===== config.mk =====
export PLATFORM = sky130hd
export DESIGN_NAME = block_rms_meter
export DESIGN_NICKNAME = d
export VERILOG_FILES = /design/src/hw/rtl/brms_pkg.sv /design/src/hw/rtl/block_rms_meter.sv /design/src/hw/rtl/brms_calc.sv
export SDC_FILE = /design/constraint.sdc
export NUM_CORES = 1
export LEC_CHECK = 0
export ABC_AREA = 1
export BUFFER_PORTS_ARGS = -buffer_cell sky130_fd_sc_hd__buf_2
export CAP_MARGIN = 20
export CORE_MARGIN = 3
export CORE_UTILIZATION = 50
export CTS_CLUSTER_SIZE = 28
export DETAILED_ROUTE_END_ITERATION = 7
export GPL_TIMING_DRIVEN = 0
export PLACE_DENSITY_LB_ADDON = 0.2
export RECOVER_POWER = 50
export SYNTH_ARGS = -nofsm -noshare
export SYNTH_HDL_FRONTEND = slang
export SYNTH_HIERARCHICAL = 1
export SYNTH_SLANG_ARGS = --single-unit

===== constraint.sdc =====
create_clock -name clk_i -period 7.9 [get_ports clk_i]
set_input_delay 1.58 -clock clk_i [delete_from_list [all_inputs] [get_ports clk_i]]
set_output_delay 1.58 -clock clk_i [all_outputs]
set_load 0.01 [all_outputs]

===== src/hw/rtl/brms_pkg.sv =====
// Package for the block RMS meter: beat types, widths and shared constants.
package brms_pkg;

  localparam int MaxSamples = 1024;
  localparam int SampleW    = 16;
  localparam int SqW        = 31;
  localparam int CntW       = $clog2(MaxSamples + 1);
  localparam int SumW       = SqW + $clog2(MaxSamples);
  localparam int QuoW       = SqW;
  localparam int RmsW       = 16;
  localparam int CountOutW  = 11;
  localparam int SubW       = 32;
  localparam int StepW      = $clog2(SumW);

  typedef struct packed {
    logic signed [SampleW-1:0] sample_value;
    logic                      last_sample;
  } in_t;

  typedef struct packed {
    logic [RmsW-1:0]      rms_value;
    logic [CountOutW-1:0] sample_count;
    logic                 count_overflow;
  } out_t;

  typedef struct packed {
    logic start;
    logic ack;
  } calc_req_t;

  typedef struct packed {
    logic            done;
    logic [RmsW-1:0] root;
  } calc_stat_t;

endpackage


===== src/hw/rtl/block_rms_meter.sv =====
// Block RMS meter top level: square accumulator, result register and engine control.
//
//  channel | dir | handshake             | beat
//  in      | in  | in_valid_i/in_stall_o | in_i  (sample_value, last_sample)
//  out     | out | out_valid_o/out_stall_i| out_o (rms_value, sample_count, count_overflow)
//
// Unmarked samples are taken one per cycle while not stalled; the square is registered and
// then summed. A marked sample passes the flush state, SumW (41) divide steps and 16
// root steps on the shared subtractor, then the result loads once the output register is free.
// in_stall_o is high from the marked sample until the result is loaded.
// Reset clears the accumulator, the sample counter and both valid flags.
module block_rms_meter (
  input  logic            clk_i,
  input  logic            rst_ni,
  input  logic            in_valid_i,
  output logic            in_stall_o,
  input  brms_pkg::in_t   in_i,
  output logic            out_valid_o,
  input  logic            out_stall_i,
  output brms_pkg::out_t  out_o
);
  import brms_pkg::*;

  localparam logic [1:0] ST_RUN   = 2'd0;
  localparam logic [1:0] ST_FLUSH = 2'd1;
  localparam logic [1:0] ST_CALC  = 2'd2;

  logic [1:0]           state_q, state_d;
  logic [SqW-1:0]       sq_q, sq_d;
  logic                 sq_vld_q, sq_vld_d;
  logic [SumW-1:0]      sum_q, sum_d, sum_add;
  logic [CntW-1:0]      seen_q, seen_d;
  logic                 ovf_q, ovf_d;
  logic [CountOutW-1:0] res_cnt_q, res_cnt_d;
  logic                 res_ovf_q, res_ovf_d;
  logic                 out_valid_q, out_valid_d;
  out_t                 out_q, out_d;

  logic                 acc, full, out_free;
  logic [SampleW-1:0]   mag;
  logic [2*SampleW-1:0] prod;
  calc_req_t            req;
  calc_stat_t           stat;

  assign in_stall_o = (state_q != ST_RUN);
  assign acc        = in_valid_i && !in_stall_o;
  assign full       = (seen_q == CntW'(MaxSamples));
  assign mag        = in_i.sample_value[SampleW-1] ? (~in_i.sample_value + 1'b1)
                                                   : in_i.sample_value;
  assign prod       = mag * mag;
  assign sum_add    = sum_q + (sq_vld_q ? SumW'(sq_q) : SumW'(0));
  assign out_free   = !out_valid_q || !out_stall_i;

  always_comb begin
    state_d     = state_q;
    sq_d        = sq_q;
    sq_vld_d    = 1'b0;
    sum_d       = sum_add;
    seen_d      = seen_q;
    ovf_d       = ovf_q;
    res_cnt_d   = res_cnt_q;
    res_ovf_d   = res_ovf_q;
    out_d       = out_q;
    out_valid_d = out_valid_q && out_stall_i;
    req.start   = 1'b0;
    req.ack     = 1'b0;
    unique case (state_q)
      ST_RUN: begin
        if (acc) begin
          if (!full) begin
            sq_d     = prod[SqW-1:0];
            sq_vld_d = 1'b1;
            seen_d   = seen_q + 1'b1;
          end else begin
            ovf_d = 1'b1;
          end
          if (in_i.last_sample) state_d = ST_FLUSH;
        end
      end
      ST_FLUSH: begin
        req.start = 1'b1;
        res_cnt_d = CountOutW'(seen_q);
        res_ovf_d = ovf_q;
        sum_d     = '0;
        seen_d    = '0;
        ovf_d     = 1'b0;
        state_d   = ST_CALC;
      end
      ST_CALC: begin
        if (stat.done && out_free) begin
          req.ack              = 1'b1;
          out_d.rms_value      = stat.root;
          out_d.sample_count   = res_cnt_q;
          out_d.count_overflow = res_ovf_q;
          out_valid_d          = 1'b1;
          state_d              = ST_RUN;
        end
      end
      default: state_d = ST_RUN;
    endcase
  end

  always_ff @(posedge clk_i or negedge rst_ni) begin
    if (!rst_ni) begin
      state_q     <= ST_RUN;
      sq_vld_q    <= 1'b0;
      sum_q       <= '0;
      seen_q      <= '0;
      ovf_q       <= 1'b0;
      out_valid_q <= 1'b0;
    end else begin
      state_q     <= state_d;
      sq_vld_q    <= sq_vld_d;
      sum_q       <= sum_d;
      seen_q      <= seen_d;
      ovf_q       <= ovf_d;
      out_valid_q <= out_valid_d;
    end
  end

  always_ff @(posedge clk_i) begin
    sq_q      <= sq_d;
    res_cnt_q <= res_cnt_d;
    res_ovf_q <= res_ovf_d;
    out_q     <= out_d;
  end

  brms_calc u_calc (
    .clk_i  (clk_i),
    .rst_ni (rst_ni),
    .req_i  (req),
    .sum_i  (sum_add),
    .div_i  (seen_q),
    .stat_o (stat)
  );

  assign out_valid_o = out_valid_q;
  assign out_o       = out_q;

  a_seen_bound: assert property (@(posedge clk_i) disable iff (!rst_ni)
    seen_q <= CntW'(MaxSamples))
    else $error("sample count beyond maximum");

  a_flush_nonempty: assert property (@(posedge clk_i) disable iff (!rst_ni)
    state_q == ST_FLUSH |-> seen_q != '0)
    else $error("empty block reaches divider");

  a_no_sq_after_run: assert property (@(posedge clk_i) disable iff (!rst_ni)
    state_q == ST_CALC |-> !sq_vld_q && sum_q == '0)
    else $error("accumulator not cleared during calculation");

endmodule


===== src/hw/rtl/brms_calc.sv =====
// Mean and square root engine: restoring divide then bitwise isqrt on one subtractor.
module brms_calc (
  input  logic                        clk_i,
  input  logic                        rst_ni,
  input  brms_pkg::calc_req_t         req_i,
  input  logic [brms_pkg::SumW-1:0]   sum_i,
  input  logic [brms_pkg::CntW-1:0]   div_i,
  output brms_pkg::calc_stat_t        stat_o
);
  import brms_pkg::*;

  localparam logic [1:0] S_IDLE = 2'd0;
  localparam logic [1:0] S_DIV  = 2'd1;
  localparam logic [1:0] S_ROOT = 2'd2;
  localparam logic [1:0] S_DONE = 2'd3;

  logic [1:0]      state_q, state_d;
  logic [StepW-1:0] step_q, step_d;
  logic [SumW-1:0] dq_q, dq_d;
  logic [CntW-1:0] rem_q, rem_d;
  logic [CntW-1:0] div_q, div_d;
  logic [QuoW-1:0] v_q, v_d;
  logic [QuoW-1:0] root_q, root_d;
  logic [QuoW-1:0] bit_q, bit_d;

  logic [SubW-1:0] op_a, op_b;
  logic [SubW:0]   diff;
  logic            ge;

  // shared subtract/compare unit
  always_comb begin
    op_a = '0;
    op_b = '0;
    if (state_q == S_DIV) begin
      op_a = SubW'({rem_q, dq_q[SumW-1]});
      op_b = SubW'(div_q);
    end else begin
      op_a = SubW'(v_q);
      op_b = SubW'(root_q | bit_q);
    end
  end

  assign diff = {1'b0, op_a} - {1'b0, op_b};
  assign ge   = ~diff[SubW];

  always_comb begin
    state_d = state_q;
    step_d  = step_q;
    dq_d    = dq_q;
    rem_d   = rem_q;
    div_d   = div_q;
    v_d     = v_q;
    root_d  = root_q;
    bit_d   = bit_q;
    unique case (state_q)
      S_IDLE: begin
        if (req_i.start) begin
          dq_d    = sum_i;
          div_d   = div_i;
          rem_d   = '0;
          step_d  = StepW'(SumW - 1);
          state_d = S_DIV;
        end
      end
      S_DIV: begin
        rem_d  = ge ? diff[CntW-1:0] : {rem_q[CntW-2:0], dq_q[SumW-1]};
        dq_d   = {dq_q[SumW-2:0], ge};
        step_d = step_q - 1'b1;
        if (step_q == '0) begin
          v_d     = dq_d[QuoW-1:0];
          root_d  = '0;
          bit_d   = {1'b1, {(QuoW-1){1'b0}}};
          state_d = S_ROOT;
        end
      end
      S_ROOT: begin
        if (ge) begin
          v_d    = diff[QuoW-1:0];
          root_d = (root_q >> 1) | bit_q;
        end else begin
          root_d = root_q >> 1;
        end
        bit_d = bit_q >> 2;
        if (bit_q[0]) state_d = S_DONE;
      end
      S_DONE: begin
        if (req_i.ack) state_d = S_IDLE;
      end
      default: state_d = S_IDLE;
    endcase
  end

  always_ff @(posedge clk_i or negedge rst_ni) begin
    if (!rst_ni) begin
      state_q <= S_IDLE;
    end else begin
      state_q <= state_d;
    end
  end

  always_ff @(posedge clk_i) begin
    step_q <= step_d;
    dq_q   <= dq_d;
    rem_q  <= rem_d;
    div_q  <= div_d;
    v_q    <= v_d;
    root_q <= root_d;
    bit_q  <= bit_d;
  end

  assign stat_o.done = (state_q == S_DONE);
  assign stat_o.root = root_q[RmsW-1:0];

  a_rem_below_div: assert property (@(posedge clk_i) disable iff (!rst_ni)
    state_q == S_DIV |-> rem_q < div_q)
    else $error("remainder not below divisor");

  a_bit_onehot: assert property (@(posedge clk_i) disable iff (!rst_ni)
    state_q == S_ROOT |-> $onehot(bit_q))
    else $error("root trial bit not one-hot");

  a_root_range: assert property (@(posedge clk_i) disable iff (!rst_ni)
    state_q == S_DONE |-> root_q <= QuoW'(32768))
    else $error("root out of range");

  a_start_idle: assert property (@(posedge clk_i) disable iff (!rst_ni)
    req_i.start |-> state_q == S_IDLE)
    else $error("start while engine busy");

endmodule

-- After elaboration in Yosys (flattened, before gate mapping)
Index checks and enable logic that the tools add are counted.
- register bits: 292
- input bits: 21
- logic and storage cells: 114
- add/subtract/negate cells: 5
- multipliers: 1
- eq/ne operators: 16
- muxes and demuxes: 43
- bitwise operators: 5
- reductions and logical operators: 24
- operators with widths (kind ; count):
    31-bit two-way mux ; 7
    31-bit case mux with 2 select lines ; 3
    41-bit two-way mux ; 2
    41-bit case mux with 2 select lines ; 1
    11-bit two-way mux ; 4
    11-bit case mux with 2 select lines ; 2
    41-bit by 31-bit adder with 41-bit output ; 1
    31-bit by 32-bit subtractor with 33-bit output ; 1
    32-bit two-way mux ; 1
    16-bit by 16-bit multiplier with 31-bit output ; 1
    30-bit by 31-bit bitwise OR with 31-bit output ; 1
    31-bit bitwise OR ; 1
    2-bit inequality test (second input constant) ; 9
    16-bit by 1-bit adder with 16-bit output (second input constant) ; 1
    16-bit two-way mux ; 1
    16-bit NOT ; 1
    3-bit AND reduction ; 5
    2-bit two-way mux ; 7
    6-bit case mux with 2 select lines ; 1
    11-bit by 1-bit adder with 11-bit output (second input constant) ; 1
    11-bit == test (second input constant) ; 1
    1-bit two-way mux ; 10
    2-bit case mux with 4 select lines ; 1
    2-bit AND reduction ; 4
    15 further kinds ; 27

-- Logic depth before layout (Yosys ltp)
Gate-level depths: netlist of run 1.
- depth in word-level cells: 7
- depth in mapped cells: 35

-- By module
The synthesis of run 1 kept the hierarchy.
- modules (own cells, without submodules) (module ; times used ; cells an instance ; area an instance (µm²) ; seq. area each (µm²)):
    block_rms_meter ; 1 ; 2019 ; 15433.6 ; 3528.4
    brms_calc ; 1 ; 1182 ; 9300.2 ; 4464.3

-- Least setup slack after synthesis of run 1
OpenSTA, ideal clock, no wires.
- kind: input-to-reg
- start: input in_i[1] (netlist bit)
- end: register sq_q[25] (data pin)
- arrival: 7.488 ns
- path slack: 0.159 ns
- stages on the path: 28
- buffers on the path: 2
- cell sequence: inv_2 > clkbuf_1 > ha_1 > nand3_2 > nor2_4 > nand2_2 > nand2_2 > o21ai_2 > or2_1 > nand2_2 > buf_6 > nand2_1 > fa_1 > inv_1 > fa_1 > fa_1 > fa_1 > fa_1 > inv_1 > fa_1 > inv_1 > ha_1 > nand2_1 > nor2_1 > nand4_1 > or2_2 > nand4_1 > nand2_1
- cells in the longest elaborated chain, start to end: 4
- RTL lines (element ; line ; RTL):
    start: declaration ; block_rms_meter.sv:17 ; input brms_pkg::in_t in_i,
    16-bit NOT ; block_rms_meter.sv:48 ; assign mag = in_i.sample_value[SampleW-1] ? (~in_i.sample_value + 1'b1)
    16-bit by 1-bit adder with 16-bit output ; block_rms_meter.sv:48 ;
    16-bit two-way mux (*) ; block_rms_meter.sv:48 ;
    16-bit by 16-bit multiplier with 31-bit output (*) ; block_rms_meter.sv:50 ; assign prod = mag * mag;
    via prod[25] ; block_rms_meter.sv:41 ; logic [2*SampleW-1:0] prod;
    end signal: assignment ; block_rms_meter.sv:122 ; sq_q <= sq_d;
    end: declaration ; block_rms_meter.sv:29 ; logic [SqW-1:0] sq_q, sq_d;
The timed path passes the listed nets; every way through them passes the cells marked *.
A chain may end at the register's enable or synchronous reset.

-- Worst setup path in the final report of run 1
- start: input in_i[1] (netlist bit)
- end: register sq_q[21] (data pin)
The elaborated chain is that of the path after synthesis.

==> results of run 1 <==
## cells in the final DEF, fill, tap and decap left out, types with 23 or more instances in the layout
cell       count
fa_1         166
o21ai_0       81
inv_1        697
edfxtp_1     217
nand2_1      965
nor3_1        23
a21oi_1       88
clkbuf_16     31
dfrtp_1       59
ha_1         162
nand4_1       28
nand3_1      114
clkbuf_1      75
xor2_1        42
buf_2         27
nor2_1       263
nand2_2       34
## critical path: cells and delay by family
family	cells	cell delay [ns]
buf+inv	9	1.03
xor+xnor	1	0.21
simple gates	12	1.75
fa+ha+maj	8	3.49
## cell families (layout without fill, tap and decap cells)
logic type      Yosys count  count (layout)  synth area share (%)
other cells               2              11                0.0304
compound gates          233             233                  5.42
mux                       1               1                0.0405
fa+ha+maj               332             332                  21.8
buf+inv                 794             908                  12.7
flops                   276             276                  32.3
xor+xnor                 64              64                  2.37
simple gates           1499            1499                  25.3
## per-layer routing
metal	vias to the layer above	wire length, um
li1	9949	-
met1	9474	27000
met3	103	3560
met2	526	30300
met4	0	1660
met5	-	0
## what timing repair did
action,4_1_cts,5_1_grt
buffers inserted,2,0
setup endpoints to repair,17,15
pin swaps,1,3
gates resized for setup,4,29
## sequential cells by signal (all words and copies together), names as in the netlist
signal,cells
state_q,2
out_o,28
seen_q,11
out_valid_o,1
res_ovf_q,1
sq_q,30
sq_vld_q,1
u_calc/v_q,31
u_calc/step_q,6
res_cnt_q,11
u_calc/div_q,11
ovf_q,1
u_calc/state_q,2
sum_q,41
u_calc/bit_q,16
u_calc/root_q,31
u_calc/rem_q,11
u_calc/dq_q,41
## per-stage QoR
step	util (%)	setup TNS, ns
after floorplan	-	0
after global placement	53.4	-44.52
after detailed placement	53.8	-16.20
after CTS	55.8	0
after global routing	55.7	-0.00406
final	55.7	0
## layout make-up
type                    instances  area share (%)
multi-input cells            2140            50.9
flip-flops and latches        276            29.7
inverters                     724            10.2
clock buffers                  43            3.08
well taps                     656            3.05
plain buffers                  70            1.52
repair buffers                 58            1.17
clock inverters                13           0.464
## final timing paths
| kind | cells past startpoint | endpoint | slack, ns | start |
|---|---|---|---|---|
| max | 30 | sq_q[21] | 0.22 | in_i[1] |
| min | 0 | out_o[10] | 0.42 | res_cnt_q[9] |
| max reg2reg | 22 | u_calc/v_q[25] | 2.81 | u_calc/state_q[1] |
| min reg2reg | 0 | out_o[10] | 0.42 | res_cnt_q[9] |
| max in group asynchronous | 2 | u_calc/state_q[0] | 3.35 | rst_ni |
| min in group asynchronous | 2 | sum_q[40] | 2.37 | rst_ni |
==> flow_metrics.env, run 1 <==
export IMPL_ctsHoldBuffers=0
export IMPL_setup_ws_ns=0.216
export IMPL_place_area_mm2=0.0260
export IMPL_grt_met3_usage_pct=2.95
export IMPL_crit_slowest_cell="fa_1"
export IMPL_post_drt_wl_per_cell_um=15.7
export IMPL_final_net_count=3653
export IMPL_vias=20100
export IMPL_cts_root_buf="clkbuf_16"
export IMPL_setup_viol_count_final=0
export IMPL_yosysUniqueCellTypes=58
export IMPL_grt_pass1_wl_mm=102
export IMPL_status="finished with violations"
export IMPL_syn_inst=3201
export IMPL_final_instance_count_excl_fill=3980
export IMPL_min_path_type="reg -> reg"
export IMPL_gp_congestion=0.992
export IMPL_avgSynthCellArea_um2=7.73
export IMPL_num_rows=80
export IMPL_fin_crit_sh_pct=97.3
export IMPL_die_w_um=228
export IMPL_drv_slew=118
export IMPL_cts_sinks=276
export IMPL_synthesis_area_mm2=0.0247
export IMPL_synth_area_leaders="edfxtp_1 (26%), nand2_1 (15%), fa_1 (13%)"
export IMPL_yosys_top_cells_count="nand2_1 (964), inv_1 (697), nor2_1 (272)"
export IMPL_final_cell_area_mm2=0.0269
export IMPL_design_die_area_mm2=0.0522
export IMPL_regArea_mm2=0.00799
export IMPL_ys_flop_type="edfxtp_1"
export IMPL_grt_total_usage_pct=24.3
export IMPL_synth_most_common_cell="nand2_1"
export IMPL_ant_nets=0
export IMPL_fill_cells=4633
export IMPL_clkLatencyLatePin_ns=0.57
export IMPL_synth_largest_area_cell="edfxtp_1"
export IMPL_portBuffers=50
export IMPL_max_freq_mhz=130
export IMPL_die_h_um=228
export IMPL_dp_cells=3922
export IMPL_ys_seq_area_share_pct=32.3
export IMPL_end_kind="flip-flop"
export IMPL_slowest_delay_ns=0.56
export IMPL_path_class="in -> reg"
export IMPL_syn2layout_area_growth_pct=8.94
export IMPL_met2_usage_pct=42.8
export IMPL_hold_violations=0
export IMPL_crit_required_ns=8.29
export IMPL_core_region_area_mm2=0.0483
export IMPL_post_place_ws_ns=-0.977
export IMPL_cts_buffer_depth=3
export IMPL_antenna_found_initial=0
export IMPL_vias_per_cell=5.04
export IMPL_firstDrtPassIters=5
export IMPL_htreeDepth=1
export IMPL_grt_max_degree=60
export IMPL_start_util_pct=51.2
export IMPL_cts_tree="yes"
export IMPL_synth_ff_latch_count=276
export IMPL_grt_use_met1_pct=31.5
export IMPL_hpwl_mm=51.1
export IMPL_max_cap_violations=3
export IMPL_cp_start_kind="input port"
export IMPL_async_flop_share_pct=21.4
export IMPL_drcViolationCount=0
export IMPL_ys_warn_count=6
export IMPL_arrival_ns=8.08
export IMPL_crit_top_cell="fa_1"
export IMPL_busiest_layer="met2"
export IMPL_cp_max_fo=10
export IMPL_antenna_cells=0
export IMPL_drtIter0Drc=1243
export IMPL_grt_overflow_total=0
export IMPL_ios=51
export IMPL_multiInputGateArea_mm2=0.0137
export IMPL_min_period_ns=7.68
export IMPL_synth_edf_count=217
export IMPL_synth_top_area_share_pct=26.3
export IMPL_fin_skew_ns=0.0125
export IMPL_drive_gt1_share_pct=7.49
export IMPL_holdWs_ns=0.417
export IMPL_relSlewSlack_pct=-148
export IMPL_worst_pin_slew_ns=3.72
export IMPL_cts_buffers=30
export IMPL_routed_wl_mm=62.5
export IMPL_clk_pin_slew_ns=0.06
export IMPL_violations="max-capacitance violations, max-slew violations"
export IMPL_grt_pass1_vias=20400
Power of run 1 is not shown: default switching activity piles up to over one toggle a cycle in this logic, so the estimate is an artifact.
==> inputs of run 2 (changes only) <==
--- a/config.mk
+++ b/config.mk
@@ -10,6 +10,7 @@
 export CAP_MARGIN = 20
 export CORE_MARGIN = 3
 export CORE_UTILIZATION = 50
+export CTS_BUF_LIST = sky130_fd_sc_hd__clkbuf_8
 export CTS_CLUSTER_SIZE = 28
 export DETAILED_ROUTE_END_ITERATION = 7
 export GPL_TIMING_DRIVEN = 0
==> flow_metrics.env, run 2 (synthesis results as in run 1) <==
export IMPL_biggestRegsByFlops="sum_q: 41 flops, u_calc/dq_q: 41 flops"
export IMPL_cts_tree="yes"
export IMPL_max_freq_mhz=132
export IMPL_cp_max_fo=16
export IMPL_vias_per_cell=5.02
export IMPL_fin_skew_ns=0.0416
export IMPL_post_drt_wl_per_cell_um=15.6
export IMPL_slowest_delay_ns=0.60
export IMPL_start_util_pct=51.2
export IMPL_end_kind="flip-flop"
export IMPL_arrival_ns=7.94
export IMPL_cts_sinks=276
export IMPL_ant_nets=0
export IMPL_fill_cells=4638
export IMPL_firstDrtPassIters=7
export IMPL_hpwl_mm=51.1
export IMPL_fin_crit_sh_pct=96.0
export IMPL_min_period_ns=7.58
export IMPL_antenna_found_initial=1
export IMPL_max_cap_violations=3
export IMPL_path_class="in -> reg"
export IMPL_crit_slowest_cell="fa_1"
export IMPL_crit_buf_inv=8
export IMPL_core_region_area_mm2=0.0483
export IMPL_hold_violations=0
export IMPL_rsz0062_at_grt="false"
export IMPL_drtIter0Drc=1350
export IMPL_design_die_area_mm2=0.0522
export IMPL_crit_required_ns=8.25
export IMPL_place_area_mm2=0.0260
export IMPL_drive_gt1_share_pct=7.81
export IMPL_vias=20200
export IMPL_ios=51
export IMPL_grt_max_degree=60
export IMPL_num_rows=80
export IMPL_htreeDepth=2
export IMPL_drv_slew=118
export IMPL_die_w_um=228
export IMPL_grt_pass1_vias=20600
export IMPL_worst_pin_slew_ns=3.71
export IMPL_routed_wl_mm=62.6
export IMPL_final_net_count=3670
export IMPL_cts_buffer_depth=3
export IMPL_grt_total_usage_pct=24.4
export IMPL_cts_buffers=47
export IMPL_portBuffers=50
export IMPL_clk_pin_slew_ns=0.06
export IMPL_syn2layout_area_growth_pct=8.49
export IMPL_die_h_um=228
export IMPL_drcViolationCount=0
export IMPL_layout_commonest_cell="nand2_1"
export IMPL_final_cell_mix="nand2_1 (967), inv_1 (713), nor2_1 (267)"
export IMPL_final_cell_area_mm2=0.0268
export IMPL_crit_family="adder cells"
export IMPL_clkLatencyLatePin_ns=0.63
export IMPL_gp_congestion=0.992
export IMPL_cts_root_buf="clkbuf_8"
export IMPL_min_path_type="reg -> reg"
export IMPL_grt_pass1_wl_mm=102
export IMPL_cp_start_kind="input port"
export IMPL_violations="max-capacitance violations, max-slew violations"
export IMPL_setup_viol_count_final=0
export IMPL_status="finished with violations"
export IMPL_relSlewSlack_pct=-147
export IMPL_grt_overflow_total=0
-- run 2: changes by cell type in the layout (fill, tap and decap cells not counted), sizes merged --
cell | before | now
inv | 721 | 738
clkinv | 11 | 20
buf | 47 | 52
clkbuf | 124 | 129
bufinv | 2 | 0
clkinvlp | 3 | 1
diode | 0 | 2
-- run 2: layout make-up --
| class | instances | area [um^2] | area share (%) |
|---|---|---|---|
| Sequential cell | 276 | 7990 | 29.8 |
| Clock buffer | 53 | 729 | 2.72 |
| Inverter | 724 | 2740 | 10.2 |
| Buffer | 69 | 395 | 1.47 |
| Antenna cell | 2 | 5.00 | 0.0187 |
| Clock inverter | 35 | 163 | 0.606 |
| Multi-Input combinational cell | 2140 | 13700 | 50.9 |
| Tap cell | 656 | 821 | 3.06 |
| Timing Repair Buffer | 59 | 329 | 1.23 |
-- run 2: metal layers --
| layer | global-route usage, % | routed length, um | share of wire [%] | vias to the layer above |
|---|---|---|---|---|
| li1 | - | - | - | 10000 |
| met4 | 8.13 | 1780 | 2.8 | 0 |
| met2 | 42.6 | 30300 | 48 | 498 |
| met1 | 31.3 | 27000 | 43 | 9542 |
| met3 | 3.51 | 3440 | 5.5 | 110 |
| met5 | 0 | 0 | 0 | - |
-- run 2: worst reg2reg max path, cell delays in order (launching register included) --
cell and delay [ns]:
dfrtp_1 0.39, inv_1 0.10, ha_1 0.20, clkbuf_1 0.28, inv_1 0.19, clkbuf_1 0.61, clkbuf_1 0.51, a21oi_1 0.15
ha_1 0.25, fa_1 0.46, inv_1 0.11, nand2_1 0.07, nand2_1 0.07, nand3_1 0.09, nand2_2 0.12, nand2_2 0.08
nand2_4 0.10, nand2_4 0.08, nand2_8 0.10, buf_8 0.15, o21ai_1 0.06, inv_1 0.36, buf_16 0.24
-- run 2: what timing repair did --
item                       CTS  global route
resized for setup            0            14
pin swaps                    0             1
buffers inserted             0             3
hold buffers                 0             0
setup endpoints to repair   17            15
-- run 2: final timing paths --
path | startpoint | end | slack [ns] | cells past startpoint
max in group asynchronous | rst_ni | seen_q[5] | 3.40 | 2
worst max register to register | u_calc/state_q[1] | u_calc/v_q[14] | 2.83 | 22
min in group asynchronous | rst_ni | sum_q[40] | 2.31 | 2
worst max-delay path | in_i[1] | sq_q[30] | 0.32 | 31
worst min-delay path | res_cnt_q[9] | out_o[10] | 0.42 | 0
worst min register to register | res_cnt_q[9] | out_o[10] | 0.42 | 0
-- run 2: stage by stage --
stage | cells | setup TNS, ns | utilization, % | setup slack, ns | hold WS (ns)
after floorplan | 3210 | 0 | - | 0.159 | 0.400
after global placement | 3916 | -44.52 | 53.4 | -0.917 | 0.401
after detailed placement | 3922 | -16.20 | 53.8 | -0.977 | 0.405
after CTS | 4009 | 0 | 55.6 | 0.0341 | 0.419
after global routing | 4013 | 0 | 55.5 | 0.000507 | 0.429
final | 4014 | 0 | 55.5 | 0.317 | 0.418
Power of run 2 is left out for the same reason.
==> inputs of run 3 (changes only) <==
--- a/config.mk
+++ b/config.mk
@@ -9,7 +9,7 @@
 export BUFFER_PORTS_ARGS = -buffer_cell sky130_fd_sc_hd__buf_2
 export CAP_MARGIN = 20
 export CORE_MARGIN = 3
-export CORE_UTILIZATION = 50
+export CORE_UTILIZATION = 66
 export CTS_BUF_LIST = sky130_fd_sc_hd__clkbuf_8
 export CTS_CLUSTER_SIZE = 28
 export DETAILED_ROUTE_END_ITERATION = 7
==> constraint.sdc (replaced) <==
create_clock -name clk_i -period 7.9 [get_ports clk_i]
set_input_delay 0 -clock clk_i [delete_from_list [all_inputs] [get_ports clk_i]]
set_output_delay 0 -clock clk_i [all_outputs]
set_load 0.01 [all_outputs]
==> flow_metrics.env, run 3 (synthesis results as in run 1) <==
export IMPL_final_core_util_pct=72.4
export IMPL_path_class="in -> reg"
export IMPL_antenna_cells=0
export IMPL_min_path_type="in -> reg"
export IMPL_routed_wl_mm=62.7
export IMPL_num_rows=70
export IMPL_cp_start_kind="input port"
export IMPL_hold_end="sq_q[30]"
export IMPL_ant_nets=0
export IMPL_drive_gt1_share_pct=7.21
export IMPL_final_cell_area_mm2=0.0266
export IMPL_drcViolationCount=0
export IMPL_htreeDepth=2
export IMPL_clk_pin_slew_ns=0.06
export IMPL_firstDrtPassIters=6
export IMPL_min_period_ns=7.19
export IMPL_busiest_layer="met2"
export IMPL_place_area_mm2=0.0257
export IMPL_clkLatencyLatePin_ns=0.63
export IMPL_reg2reg_depth=22
export IMPL_antenna_found_initial=0
export IMPL_hold_violations=0
export IMPL_cts_tree="yes"
export IMPL_design_die_area_mm2=0.0398
export IMPL_hpwl_mm=51.1
export IMPL_layout_commonest_cell="nand2_1"
export IMPL_grt_use_met1_pct=44.2
export IMPL_vias_per_cell=5.34
export IMPL_cts_root_buf="clkbuf_8"
export IMPL_rsz0062_at_grt="false"
export IMPL_grt_max_degree=60
export IMPL_grt_overflow_total=0
export IMPL_die_h_um=200
export IMPL_biggestRegsByFlops="sum_q: 41 flops, u_calc/dq_q: 41 flops"
export IMPL_drtIter0Drc=1523
export IMPL_setup_viol_count_final=0
export IMPL_cts_setup_buffers=0
export IMPL_gp_congestion=0.949
export IMPL_fin_skew_ns=0.0313
export IMPL_die_w_um=200
export IMPL_worstSetupStartpoint="in_i[1]"
export IMPL_final_cell_mix="nand2_1 (966), inv_1 (708), nor2_1 (273)"
export IMPL_violations="max-capacitance violations, max-slew violations"
export IMPL_grt_met3_usage_pct=4.35
export IMPL_r2r_slack_ns=2.89
export IMPL_worstHoldPathCells=7
export IMPL_end_kind="flip-flop"
export IMPL_max_cap_violations=3
export IMPL_post_drt_wl_per_cell_um=16.4
export IMPL_portBuffers=50
export IMPL_crit_required_ns=8.30
export IMPL_cts_buffer_depth=3
export IMPL_ios=51
export IMPL_start_util_pct=67.2
export IMPL_core_region_area_mm2=0.0368
export IMPL_arrival_ns=7.59
export IMPL_grt_pass1_wl_mm=103
export IMPL_max_freq_mhz=139
export IMPL_r2r_end="u_calc/v_q[24]"
export IMPL_vias=20400
export IMPL_final_net_count=3671
export IMPL_cts_sinks=276
export IMPL_syn2layout_area_growth_pct=7.73
export IMPL_status="finished with violations"
export IMPL_worst_pin_slew_ns=3.83
export IMPL_fill_cells=3036
export IMPL_worstHoldStart="in_i[15]"
export IMPL_grt_total_usage_pct=32.9
export IMPL_cts_buffers=46
export IMPL_drv_slew=118
export IMPL_final_setup_tns_ns=0
export IMPL_cts_resized=0
export IMPL_r2r_start="u_calc/state_q[1]"
export IMPL_fin_crit_sh_pct=91.1
export IMPL_cp_max_fo=16
export IMPL_met2_usage_pct=56.3
export IMPL_relSlewSlack_pct=-155
export IMPL_grt_pass1_vias=20700
-- run 3: cell count changes in the layout (fill, tap and decap cells not counted), moves of 2 or more --
cell,change
and2_0,-2
dlygate4sd3_1,+6
buf_4,-3
diode_2,-2
buf_2,-11
clkbuf_8,-5
bufinv_16,+4
nor2_2,-6
nor2_1,+6
clkbuf_1,+11
clkinv_2,+2
inv_1,-5
and2_1,+2
-- run 3: stage by stage --
stage               worst slack [ns]  cells  hold slack [ns]
finish                         0.706   3824            0.117
global route                   0.298   3824            0.176
CTS                            0.499   3825           0.0583
detailed placement             0.453   3733            0.186
global placement              -0.268   3728            0.214
floorplan                       1.74   3210           -0.296
-- run 3: cell type report --
cell class,count,area [um^2],share of cell area (%)
multi-input combinational,2140,13600,51.2
sequential,276,7990,30.0
inverter,724,2730,10.2
clock buffer,48,661,2.48
tap,468,586,2.20
buffer,69,395,1.48
timing repair buffer,61,345,1.30
clock inverter,38,298,1.12
-- run 3: timing repair --
item                       4_1_cts  5_1_grt
setup endpoints to repair        0        1
hold endpoints to repair        75        0
hold buffers                     6        0
-- run 3: worst max path at each step --
stage	endpoint	slack, ns	cells after the start
finish	sq_q[21]	0.71	27
global route	sq_q[20]	0.30	27
CTS	sq_q[21]	0.50	28
detailed placement	sq_q[20]	0.45	27
global placement	u_calc/dq_q[35]	-0.27	7
floorplan	sq_q[25]	1.74	28
-- run 3: layer usage --
layer	vias to the layer above	wire length, um
met5	-	0
met4	0	1820
met3	119	4070
met2	677	29800
met1	9630	27000
li1	9988	-
-- run 3: worst max-delay path, cell delays in order --
cell	delay [ns]
dlygate4sd3_1	0.52
clkbuf_1	0.33
inv_2	0.26
ha_1	0.31
nand3_2	0.13
nand2_1	0.13
xor2_4	0.46
inv_2	0.27
nor2_1	0.25
inv_1	0.09
fa_1	0.50
fa_1	0.55
inv_1	0.05
fa_1	0.42
fa_1	0.52
inv_1	0.05
fa_1	0.47
fa_1	0.64
inv_1	0.07
ha_1	0.38
nand2_1	0.14
nor2_1	0.20
inv_1	0.08
nor2_1	0.20
nand4_1	0.11
nand3b_1	0.14
xor2_1	0.28
Power of run 3 is left out for the same reason.
